**config.mk**
```make
export PLATFORM = sky130hd
export DESIGN_NAME = xoroshiro_bounded_random
export DESIGN_NICKNAME = d
export VERILOG_FILES = /design/src/design/xbr_pkg.sv /design/src/design/xbr_gen.sv /design/src/design/xbr_div.sv /design/src/design/xoroshiro_bounded_random.sv
export VERILOG_INCLUDE_DIRS = /design/src /design/src/design
export SDC_FILE = /design/constraint.sdc
export NUM_CORES = 2
export LEC_CHECK = 0
export ABC_AREA = 1
export BUFFER_PORTS_ARGS = -buffer_cell sky130_fd_sc_hd__buf_2
export CORE_MARGIN = 3
export CORE_UTILIZATION = 30
export DETAILED_ROUTE_END_ITERATION = 10
export PLACE_DENSITY = 0.46
export SLEW_MARGIN = 5
export SYNTH_ARGS = -nofsm -noshare
export SYNTH_HDL_FRONTEND = slang
export SYNTH_SLANG_ARGS = --single-unit
```
**constraint.sdc**
```tcl
create_clock -name clk -period 4.5 [get_ports clk]
set_input_delay 0.9 -clock clk [delete_from_list [all_inputs] [get_ports clk]]
set_output_delay 0.9 -clock clk [all_outputs]
set_load 0.1 [all_outputs]
```
**src/design/xoroshiro_bounded_random_defines.svh**
```systemverilog
// Assertion macros for the bounded xoroshiro128+ generator.
// No dependencies; the asserting files include this header by name.
`ifndef XOROSHIRO_BOUNDED_RANDOM_DEFINES_SVH
`define XOROSHIRO_BOUNDED_RANDOM_DEFINES_SVH
`ifndef SYNTHESIS
`define XBR_ASSERT(label, prop, msg) \
	label: assert property (@(posedge clk) disable iff (!arst_n) prop) else $error(msg);
`define XBR_NEVER(label, cond, msg) \
	`XBR_ASSERT(label, !(cond), msg)
`else
`define XBR_ASSERT(label, prop, msg)
`define XBR_NEVER(label, cond, msg)
`endif
`endif

```
**src/design/xbr_pkg.sv**
```systemverilog
// Shared types and constants of the bounded xoroshiro128+ generator.
// No dependencies.
`default_nettype none
package xbr_pkg;

	localparam int WORD_W      = 64;
	localparam int CFG_INDEX_W = 8;
	localparam int COUNT_W     = $clog2(WORD_W);

	localparam logic [CFG_INDEX_W-1:0] REG_SEED_FIRST  = CFG_INDEX_W'(0);
	localparam logic [CFG_INDEX_W-1:0] REG_SEED_SECOND = CFG_INDEX_W'(1);

	localparam logic [WORD_W-1:0] SEED_FIRST_RST  = WORD_W'(1);
	localparam logic [WORD_W-1:0] SEED_SECOND_RST = WORD_W'(0);

	localparam int ROT_A   = 24;
	localparam int SHIFT_B = 16;
	localparam int ROT_C   = 37;

	typedef logic [WORD_W-1:0] word_t;

	typedef struct packed {
		logic start;
		logic ack;
	} div_ctrl_t;

	typedef struct packed {
		logic busy;
		logic done;
	} div_status_t;

	function automatic word_t rot_left(input word_t v, input int n);
		return (v << n) | (v >> (WORD_W - n));
	endfunction

endpackage
`default_nettype wire

```
**src/design/xbr_gen.sv**
```systemverilog
// Seed registers and xoroshiro128+ state words; steps once per request.
// Depends on xbr_pkg.
`default_nettype none
module xbr_gen (
	input  wire                            clk,
	input  wire                            arst_n,
	input  wire                            cfg_we,
	input  wire [xbr_pkg::CFG_INDEX_W-1:0] cfg_index,
	input  wire [xbr_pkg::WORD_W-1:0]      cfg_data,
	input  wire                            step,
	output logic [xbr_pkg::WORD_W-1:0]     raw
);
	import xbr_pkg::*;

	word_t seed_first_q, seed_second_q;
	word_t gen_first_q, gen_second_q;
	word_t mix;

	assign raw = gen_first_q + gen_second_q;
	assign mix = gen_first_q ^ gen_second_q;

	always_ff @(posedge clk or negedge arst_n) begin
		if (!arst_n) begin
			seed_first_q  <= SEED_FIRST_RST;
			seed_second_q <= SEED_SECOND_RST;
			gen_first_q   <= SEED_FIRST_RST;
			gen_second_q  <= SEED_SECOND_RST;
		end else if (cfg_we) begin
			unique case (cfg_index)
				REG_SEED_FIRST: begin
					seed_first_q <= cfg_data;
					gen_first_q  <= cfg_data;
					gen_second_q <= seed_second_q;
				end
				REG_SEED_SECOND: begin
					seed_second_q <= cfg_data;
					gen_first_q   <= seed_first_q;
					gen_second_q  <= cfg_data;
				end
				default: ;
			endcase
		end else if (step) begin
			gen_first_q  <= rot_left(gen_first_q, ROT_A) ^ mix ^ (mix << SHIFT_B);
			gen_second_q <= rot_left(mix, ROT_C);
		end
	end

endmodule
`default_nettype wire

```
**src/design/xbr_div.sv**
```systemverilog
// Radix-2 restoring remainder unit: one dividend bit shifts in per cycle.
// Depends on xbr_pkg.
`default_nettype none
module xbr_div (
	input  wire                        clk,
	input  wire                        arst_n,
	input  wire xbr_pkg::div_ctrl_t    ctrl,
	input  wire [xbr_pkg::WORD_W-1:0]  dividend,
	input  wire [xbr_pkg::WORD_W-1:0]  divisor,
	output xbr_pkg::div_status_t       status,
	output logic [xbr_pkg::WORD_W-1:0] remainder
);
	import xbr_pkg::*;

	localparam logic [1:0] ST_IDLE = 2'd0;
	localparam logic [1:0] ST_RUN  = 2'd1;
	localparam logic [1:0] ST_DONE = 2'd2;

	logic [1:0]         state_q;
	logic [COUNT_W-1:0] count_q;
	word_t              dvd_q, dsr_q, rem_q;
	logic [WORD_W:0]    trial, diff;

	assign trial = {rem_q, dvd_q[WORD_W-1]};
	assign diff  = trial - {1'b0, dsr_q};

	assign status.busy = (state_q == ST_RUN);
	assign status.done = (state_q == ST_DONE);
	assign remainder   = rem_q;

	always_ff @(posedge clk or negedge arst_n) begin
		if (!arst_n) begin
			state_q <= ST_IDLE;
			count_q <= '0;
		end else begin
			unique case (state_q)
				ST_IDLE: if (ctrl.start) begin
					state_q <= ST_RUN;
					count_q <= '0;
				end
				ST_RUN: begin
					count_q <= count_q + 1'b1;
					if (count_q == COUNT_W'(WORD_W - 1))
						state_q <= ST_DONE;
				end
				ST_DONE: if (ctrl.ack) state_q <= ST_IDLE;
				default: state_q <= ST_IDLE;
			endcase
		end
	end

	always_ff @(posedge clk) begin
		if (state_q == ST_IDLE && ctrl.start) begin
			dvd_q <= dividend;
			dsr_q <= divisor;
			rem_q <= '0;
		end else if (state_q == ST_RUN) begin
			dvd_q <= dvd_q << 1;
			rem_q <= diff[WORD_W] ? trial[WORD_W-1:0] : diff[WORD_W-1:0];
		end
	end

endmodule
`default_nettype wire

```
**src/design/xoroshiro_bounded_random.sv**
```systemverilog
// Top level of the bounded xoroshiro128+ generator.
// Depends on xbr_pkg, xbr_gen, xbr_div and xoroshiro_bounded_random_defines.svh.
//
// Each request carries a low and a high bound and steps the generator once.
// The result is (s0 + s1) mod (high - low + 1) plus low, or 0 when high is not
// above low; a range that wraps to zero acts as divisor 1. A request first
// loads the remainder unit, which then shifts in the dividend bits one at a
// time; the sum is then formed in the output register, and the next request
// is taken in the cycle after that. A new request is taken while an earlier
// result still waits downstream; a finished remainder then waits until the
// output register frees, which keeps the unit from taking the next request.
// Writing either seed register reloads both generator words; configuration
// writes complete in the cycle they appear.
`default_nettype none
`include "xoroshiro_bounded_random_defines.svh"
module xoroshiro_bounded_random (
	input  wire                            clk,
	input  wire                            arst_n,
	input  wire                            s_axis_tvalid,
	output logic                           s_axis_tready,
	input  wire [2*xbr_pkg::WORD_W-1:0]    s_axis_tdata,  // bound_low, bound_high
	output logic                           m_axis_tvalid,
	input  wire                            m_axis_tready,
	output logic [xbr_pkg::WORD_W-1:0]     m_axis_tdata,  // random_value
	input  wire                            cfg_valid,
	output logic                           cfg_ready,
	input  wire [xbr_pkg::CFG_INDEX_W-1:0] cfg_index,
	input  wire [xbr_pkg::WORD_W-1:0]      cfg_data
);
	import xbr_pkg::*;

	word_t       bound_low, bound_high, raw, span, divisor, remainder;
	word_t       lo_q, m_data_q;
	logic        ok_q, m_valid_q, accept, unload;
	div_ctrl_t   div_ctrl;
	div_status_t div_st;

	assign bound_low  = s_axis_tdata[WORD_W-1:0];
	assign bound_high = s_axis_tdata[2*WORD_W-1:WORD_W];
	assign span       = bound_high - bound_low + WORD_W'(1);
	assign divisor    = (span == '0) ? WORD_W'(1) : span;

	assign cfg_ready     = 1'b1;
	assign s_axis_tready = !div_st.busy && !div_st.done;
	assign accept        = s_axis_tvalid && s_axis_tready;
	assign unload        = div_st.done && (!m_valid_q || m_axis_tready);

	assign div_ctrl.start = accept;
	assign div_ctrl.ack   = unload;

	assign m_axis_tvalid = m_valid_q;
	assign m_axis_tdata  = m_data_q;

	xbr_gen u_gen (
		.clk       (clk),
		.arst_n    (arst_n),
		.cfg_we    (cfg_valid && cfg_ready),
		.cfg_index (cfg_index),
		.cfg_data  (cfg_data),
		.step      (accept),
		.raw       (raw)
	);

	xbr_div u_div (
		.clk       (clk),
		.arst_n    (arst_n),
		.ctrl      (div_ctrl),
		.dividend  (raw),
		.divisor   (divisor),
		.status    (div_st),
		.remainder (remainder)
	);

	always_ff @(posedge clk) begin
		if (accept) begin
			lo_q <= bound_low;
			ok_q <= bound_high > bound_low;
		end
		if (unload)
			m_data_q <= ok_q ? remainder + lo_q : '0;
	end

	always_ff @(posedge clk or negedge arst_n) begin
		if (!arst_n)
			m_valid_q <= 1'b0;
		else if (unload)
			m_valid_q <= 1'b1;
		else if (m_axis_tready)
			m_valid_q <= 1'b0;
	end

	`XBR_ASSERT(a_one_at_a_time, accept |=> !s_axis_tready, "request taken while busy")
	`XBR_ASSERT(a_done_after_run, $rose(div_st.done) |-> $past(div_st.busy), "done without run")
	`XBR_ASSERT(a_unload_shows, unload |=> m_axis_tvalid, "finished result not presented")
	`XBR_NEVER(a_no_lost_result, m_valid_q && !m_axis_tready && $past(unload) && unload,
		"result overwritten while stalled")

endmodule
`default_nettype wire
```
=== Word-level counts from Yosys, hierarchy flattened ===
Index checks and enable logic that the tools add are counted.
W data, S select, Z words.

* Logic and storage cells: 70
* Bits of input ports: 205
* Register bits after elaboration: 586
* Output and inout bits: 67

* $lt $le $gt $ge: 1
* Multiplexer cells: 17
* Bitwise gates (word level): 5
* Reductions and logical operators: 20
* Add/sub/neg operators: 6
* Equality and inequality tests: 8

{| class="wikitable"
|+ Operator list
! kind !! number
|-
| $mux W64 || 7
|-
| $pmux W64 S2 || 2
|-
| $xor A64 B64 Y64 || 3
|-
| $add A64 B64 Y64 || 2
|-
| $sub A65 B64 Y65 || 1
|-
| $add A64 B1 Y64 const B || 1
|-
| $gt A64 B64 Y1 || 1
|-
| $logic_not A64 Y1 || 1
|-
| $or A64 B24 Y64 || 1
|-
| $or A64 B37 Y64 || 1
|-
| $sub A64 B64 Y64 || 1
|-
| $pmux W6 S2 || 1
|-
| $eq A8 B1 Y1 const B || 1
|-
| $logic_not A8 Y1 || 1
|-
| $reduce_and A2 Y1 || 4
|-
| $reduce_bool A2 Y1 || 4
|-
| $add A6 B1 Y6 const B || 1
|-
| $eq A6 B6 Y1 const B || 1
|-
| $mux W2 || 3
|-
| $mux W6 || 1
|-
| $pmux W2 S3 || 1
|-
| $logic_and A1 B1 Y1 || 4
|-
| $ne A2 B2 Y1 const B || 2
|-
| $logic_not A1 Y1 || 3
|-
| other kinds (8) || 9
|}

=== Depth between registers and ports, before layout ===
* Word-level depth: 6
* Depth in mapped cells: 24
* Depth with buffers taken out: 24

=== Modules after synthesis ===
Synthesis repeated with hierarchy kept, for this count alone.

* Cells, all modules: 7655
* Area total of the unflattened synthesis: 49745.2 sq um

{| class="wikitable"
|+ By module, submodules not included
! module !! area an instance (sq um) !! instances !! cells an instance !! seq. area each (sq um)
|-
| xbr_gen || 18306.3 || 1 || 2760 || 6408.6
|-
| xoroshiro_bounded_random || 16791.1 || 1 || 2607 || 3898.7
|-
| xbr_div || 14647.8 || 1 || 2288 || 5325.1
|}

=== Worst setup path after synthesis ===
OpenSTA, ideal clock, no wires.

* Path type: flip-flop to flip-flop
* Start: reg u_div.state_q[0]
* End: reg u_div.dvd_q[0] (enable)
* Buffers on the path: 2
* Arrival time: 4349 ps
* Required time: 4046 ps
* Setup slack: -303 ps
* Cell stages (with the launch flop): 10
* Clock period less this slack: 4803 ps
* Setup time: 454 ps
* Path through: dfrtp_1 -> inv_1 -> ha_1 -> inv_1 -> nand2_1 -> nor2_2 -> inv_1 -> nand2_1 -> clkbuf_1 -> clkbuf_1

* Word-level cells in the longest chain between the ends: 6
* Elaborated cells between the ends (all ways): 9
* Those cells by class: eq/ne: 2; reduce/logical: 7

{| class="wikitable"
|+ RTL lines
! item !! RTL line !! source
|-
| start: declaration || xbr_div.sv:19 || <nowiki>logic [1:0] state_q;</nowiki>
|-
| start signal: assignment || xbr_div.sv:33 || <nowiki>state_q <= ST_IDLE;</nowiki>
|-
| start signal: assignment || xbr_div.sv:38 || <nowiki>state_q <= ST_RUN;</nowiki>
|-
| start signal: assignment || xbr_div.sv:44 || <nowiki>state_q <= ST_DONE;</nowiki>
|-
| $eq A2 B1 Y1 / $eq A2 B2 Y1 (equally long branches) || xbr_div.sv:27, xbr_div.sv:28 ||
|-
| $logic_not A1 Y1 || xoroshiro_bounded_random.sv:44 || <nowiki>assign s_axis_tready = !div_st.busy && !div_st.done;</nowiki>
|-
| $logic_and A1 B1 Y1 (*) || xoroshiro_bounded_random.sv:44 ||
|-
| named net s_axis_tready || xoroshiro_bounded_random.sv:20 || <nowiki>output logic s_axis_tready,</nowiki>
|-
| $logic_and A1 B1 Y1 (*) || xoroshiro_bounded_random.sv:45 || <nowiki>assign accept = s_axis_tvalid && s_axis_tready;</nowiki>
|-
| $logic_and A1 B1 Y1 (*) || xbr_div.sv:53 || <nowiki>if (state_q == ST_IDLE && ctrl.start) begin</nowiki>
|-
| $reduce_bool A2 Y1 (no source line) (*) || -- ||
|-
| end signal: assignment || xbr_div.sv:54 || <nowiki>dvd_q <= dividend;</nowiki>
|-
| end signal: assignment || xbr_div.sv:58 || <nowiki>dvd_q <= dvd_q << 1;</nowiki>
|-
| end: declaration || xbr_div.sv:21 || <nowiki>word_t dvd_q, dsr_q, rem_q;</nowiki>
|}

Mark *: on every way through the listed nets, which the timed path passes. The rest lies on a longest branch.
A chain may end at the register's enable or synchronous reset.

=== Worst setup path in the final report ===
* Start: reg u_div.dsr_q[0]
* End: reg u_div.rem_q[14] (netlist: u_div.remainder[14])

* Word-level cells in the longest chain between the ends: 2

{| class="wikitable"
|+ RTL lines
! item !! RTL line !! source
|-
| start: declaration || xbr_div.sv:21 ||
|-
| start signal: assignment || xbr_div.sv:55 || <nowiki>dsr_q <= divisor;</nowiki>
|-
| $sub A65 B64 Y65 || xbr_div.sv:25 || <nowiki>assign diff = trial - {1'b0, dsr_q};</nowiki>
|-
| $mux W64 || xbr_div.sv:59 || <nowiki>rem_q <= diff[WORD_W] ? trial[WORD_W-1:0] : diff[WORD_W-1:0];</nowiki>
|-
| end signal: assignment || xbr_div.sv:59 ||
|-
| end: declaration || xbr_div.sv:21 ||
|}

No other way between the ends.

==> out/qor.yml <==
power:
  switchingPower_mw: 9.49
  pwr-share-clk_pct: 28.4
  p_leak_nw: 25.0
  comb_power_share_pct: 41.8
  pwr-share-seq_pct: 29.8
  swShare_pct: 43.8
  p_int_mw: 12.2
  power_density_nw_per_um2: 413
  power.total_mw: 21.7
  vdd.ir_drop.worst_uv: 255
global_route:
  first_global_vias: 42600
  grt_pass1_wl_mm: 289
  track_usage_pct: 24.7
  antenna_found_initial: 13
  gr-total-overflow: 0
  grt_max_degree: 128
yosys:
  synth_common_cells: "nand2_1, inv_1, nor2_1"
  synthArstFlopShare_pct: 45.2
  postSynthCellCount: 6678
  synth-seq-cells: 586
  syn-num-nets: 7241
  synth_flop_cell: "dfrtp_1"
  ys_seq_area_share_pct: 33.9
  avgSynthCellArea_sq_um: 6.91
  yosysWarningCount: 0
  yosys-top-cells-area: "edfxtp_1, dfrtp_1, nand2_1"
  synth_top_area_share_pct: 16.7
  synth.most_common_cell: "nand2_1"
  synth_area_sq_um: 46200
  synth_area_leader_cell: "edfxtp_1"
  synth_edf_count: 257
  ys_types: 58
placed_design:
  numPortBuffers: 270
  hpwlAfterDp_mm: 166
  gp_congestion: 1.05
  dp_cells: 8849
  pre_cts_ws_ns: 0.140
critical_path:
  r2r-end: "u_div.remainder[14]"
  endpoint_kind: "flop"
  reg2regPathDepth: 13
  worst-path-max-fanout: 30
  crit_family: "simple AND/OR/NAND/NOR gates"
  cp.arrival_ns: 4.42
  path_cells: "ha_1 > fa_1 > nand3b_1 > nand2_1 > a21oi_1 > o21ai_2 > nand3_1 > nand2_2 > nand2_2 > nand3_1 > nand2_2 > o21ai_0 > o21ai_1"
  critPathKind: "flop to flop"
  cp_common_cell: "nand2_2"
  required_ns: 5.02
  max_stage_delay_ns: 0.54
  timing.rr.start: "u_div.dsr_q[0]"
  r2r_setup_slack_ns: 0.60
  slowest_stage: "o21ai_0"
  path_buf_inv: 0
  startpoint_type: "flop"
sta:
  max_slew_margin_pct: 27.8
  period_minus_slack_ns: 3.90
  rsz0062_at_grt: "no"
  layout_setup_ws_ns: 0.601
  worstMarginPinSlew_ns: 1.08
  drv_slew: 0
  skew_ns: 0.0747
  final.setup.tns_ns: 0
  setup_violations: 0
  hold_violations: 0
  timing.fmax_mhz: 256
  period_share_pct: 86.6
floorplanning:
  core_area_sq_um: 152000
  die_h_microns: 398
  initial_utilization_pct: 30.3
  ioPinCount: 272
  row_count: 143
  die-width_microns: 398
  die_area_sq_um: 159000
status:
  outcome: "finished clean"
route:
  drt-wirelength-per-cell_microns: 22.3
  finalWirelength_mm: 201
  via_per_inst: 5.05
  via_count: 45400
  ant_nets: 0
  drc: 0
  drtPass1Iterations: 8
  drt_iter0_markers: 4652
cts:
  clk_pin_slew_ns: 0.06
  clk_path_buf_depth: 3
  cts_max_level: 3
  cts_resized: 0
  clk_latency_ns: 0.71
  clkSinkCount: 586
  postCtsSetupRepairBufs: 0
  ctsHoldBuffers: 0
  cts_tree: "built"
  cts-root-buf: "clkbuf_16"
  cts_made_buffers: 75
final_layout:
  nets: 7459
  areaGrowthSynthToFinish_pct: 13.6
  drive_above_1_share_pct: 7.49
  instances_no_fill: 8989
hold_path:
  hold_path_class: "primary input to async pin"
job:
  drv_cap: 0
==> state kept, by name (all words and copies together), names as in the netlist <==
register and flops:
u_div.state_q 2, u_div.remainder 64, u_div.count_q 6, u_gen.seed_second_q 64, u_div.dvd_q 64, u_gen.gen_second_q 64, ok_q 1, m_axis_tvalid 1
u_div.dsr_q 64, u_gen.gen_first_q 64, u_gen.seed_first_q 64, lo_q 64, m_axis_tdata 64
==> worst max-delay path by stage <==
stage | start | to | slack, ns | depth (start not counted)
floorplan | u_div.state_q[0] | u_div.dsr_q[0] | 0.24 | 6
global route | u_div.dsr_q[0] | u_div.remainder[55] | 0.50 | 16
CTS | u_div.dsr_q[0] | u_div.remainder[14] | 0.67 | 13
detailed placement | s_axis_tdata[14] | u_div.dsr_q[0] | 0.14 | 22
global placement | s_axis_tdata[14] | u_div.dsr_q[0] | 0.09 | 22
finish | u_div.dsr_q[0] | u_div.remainder[14] | 0.60 | 13
==> cells by family (layout without fill, tap and decap cells) <==
group                    after synthesis  count (layout)  synth area share, %
XOR/XNOR                             168             168                 3.19
AND/OR/NAND/NOR                     2961            2961                 26.1
other                                  1               2              0.00812
adder cells (fa/ha/maj)              358             358                 10.3
flip-flops                           586             586                 33.9
buffers and inverters               1270            1550                 10.7
AO/OA/AOI/OAI                       1334            1334                 15.9
==> metrics by stage <==
step                      utilization, %  hold WS, ns  area (sq um)
after global routing                34.4        0.219         52400
after CTS                           34.4        0.186         52400
final                               34.4        0.201         52400
after detailed placement            32.7        0.459         49900
after global placement              32.7        0.454         49900
after floorplan                        -        0.443         46200
==> routing by layer <==
layer  vias to the layer above  part of all wire, %  global-route usage, %
li1                      22100                    -                      -
met1                     21400                   51                   39.4
met2                      1671                   39                   33.9
met3                       215                  7.7                   3.80
met4                         8                  2.3                   5.65
met5                         -                0.027                      0
==> power by group through the flow <==
stage / sequential [mW] / combinational [mW] / clock [mW]
finish: 6.46 / 9.05 / 6.16
global route: 6.49 / 9.70 / 6.52
global placement: 6.54 / 8.82 / 0
detailed placement: 6.55 / 8.80 / 0
CTS: 6.44 / 8.84 / 6.32
floorplan: 6.33 / 5.26 / 0
==> placed cells by master, fill, tap and decap left out, types with 17 or more instances in the layout <==
master,netlist,layout
nor2_1,796,795
nor3_1,52,52
xor2_1,120,120
or2_2,36,36
dfxtp_1,64,64
nand3b_1,27,27
nand2_1,1622,1619
nand3_1,335,335
a221oi_1,18,18
inv_1,1075,1072
o21bai_1,43,43
nand4_1,42,42
xnor2_1,48,48
edfxtp_1,257,257
o21a_1,27,27
fa_1,35,35
dfrtp_1,263,263
a31oi_1,119,119
a21oi_1,532,530
clkbuf_1,103,18
clkbuf_16,0,76
o21ai_1,61,61
o21ai_0,438,438
a21o_1,31,31
ha_1,323,323
buf_2,58,269
buf_4,3,43
a41oi_1,17,17
==> layout make-up <==
cell class / instances / area (sq um)
antenna: 1 / 2.50
clock buffer: 106 / 2130
clock inverter: 33 / 373
fill: 16700 / 100000
inverter: 1082 / 4060
multi-input combinational: 4822 / 25700
sequential: 586 / 15600
tap: 2030 / 2540
timing repair buffer: 329 / 2000
(Power assumes the default switching activity.)
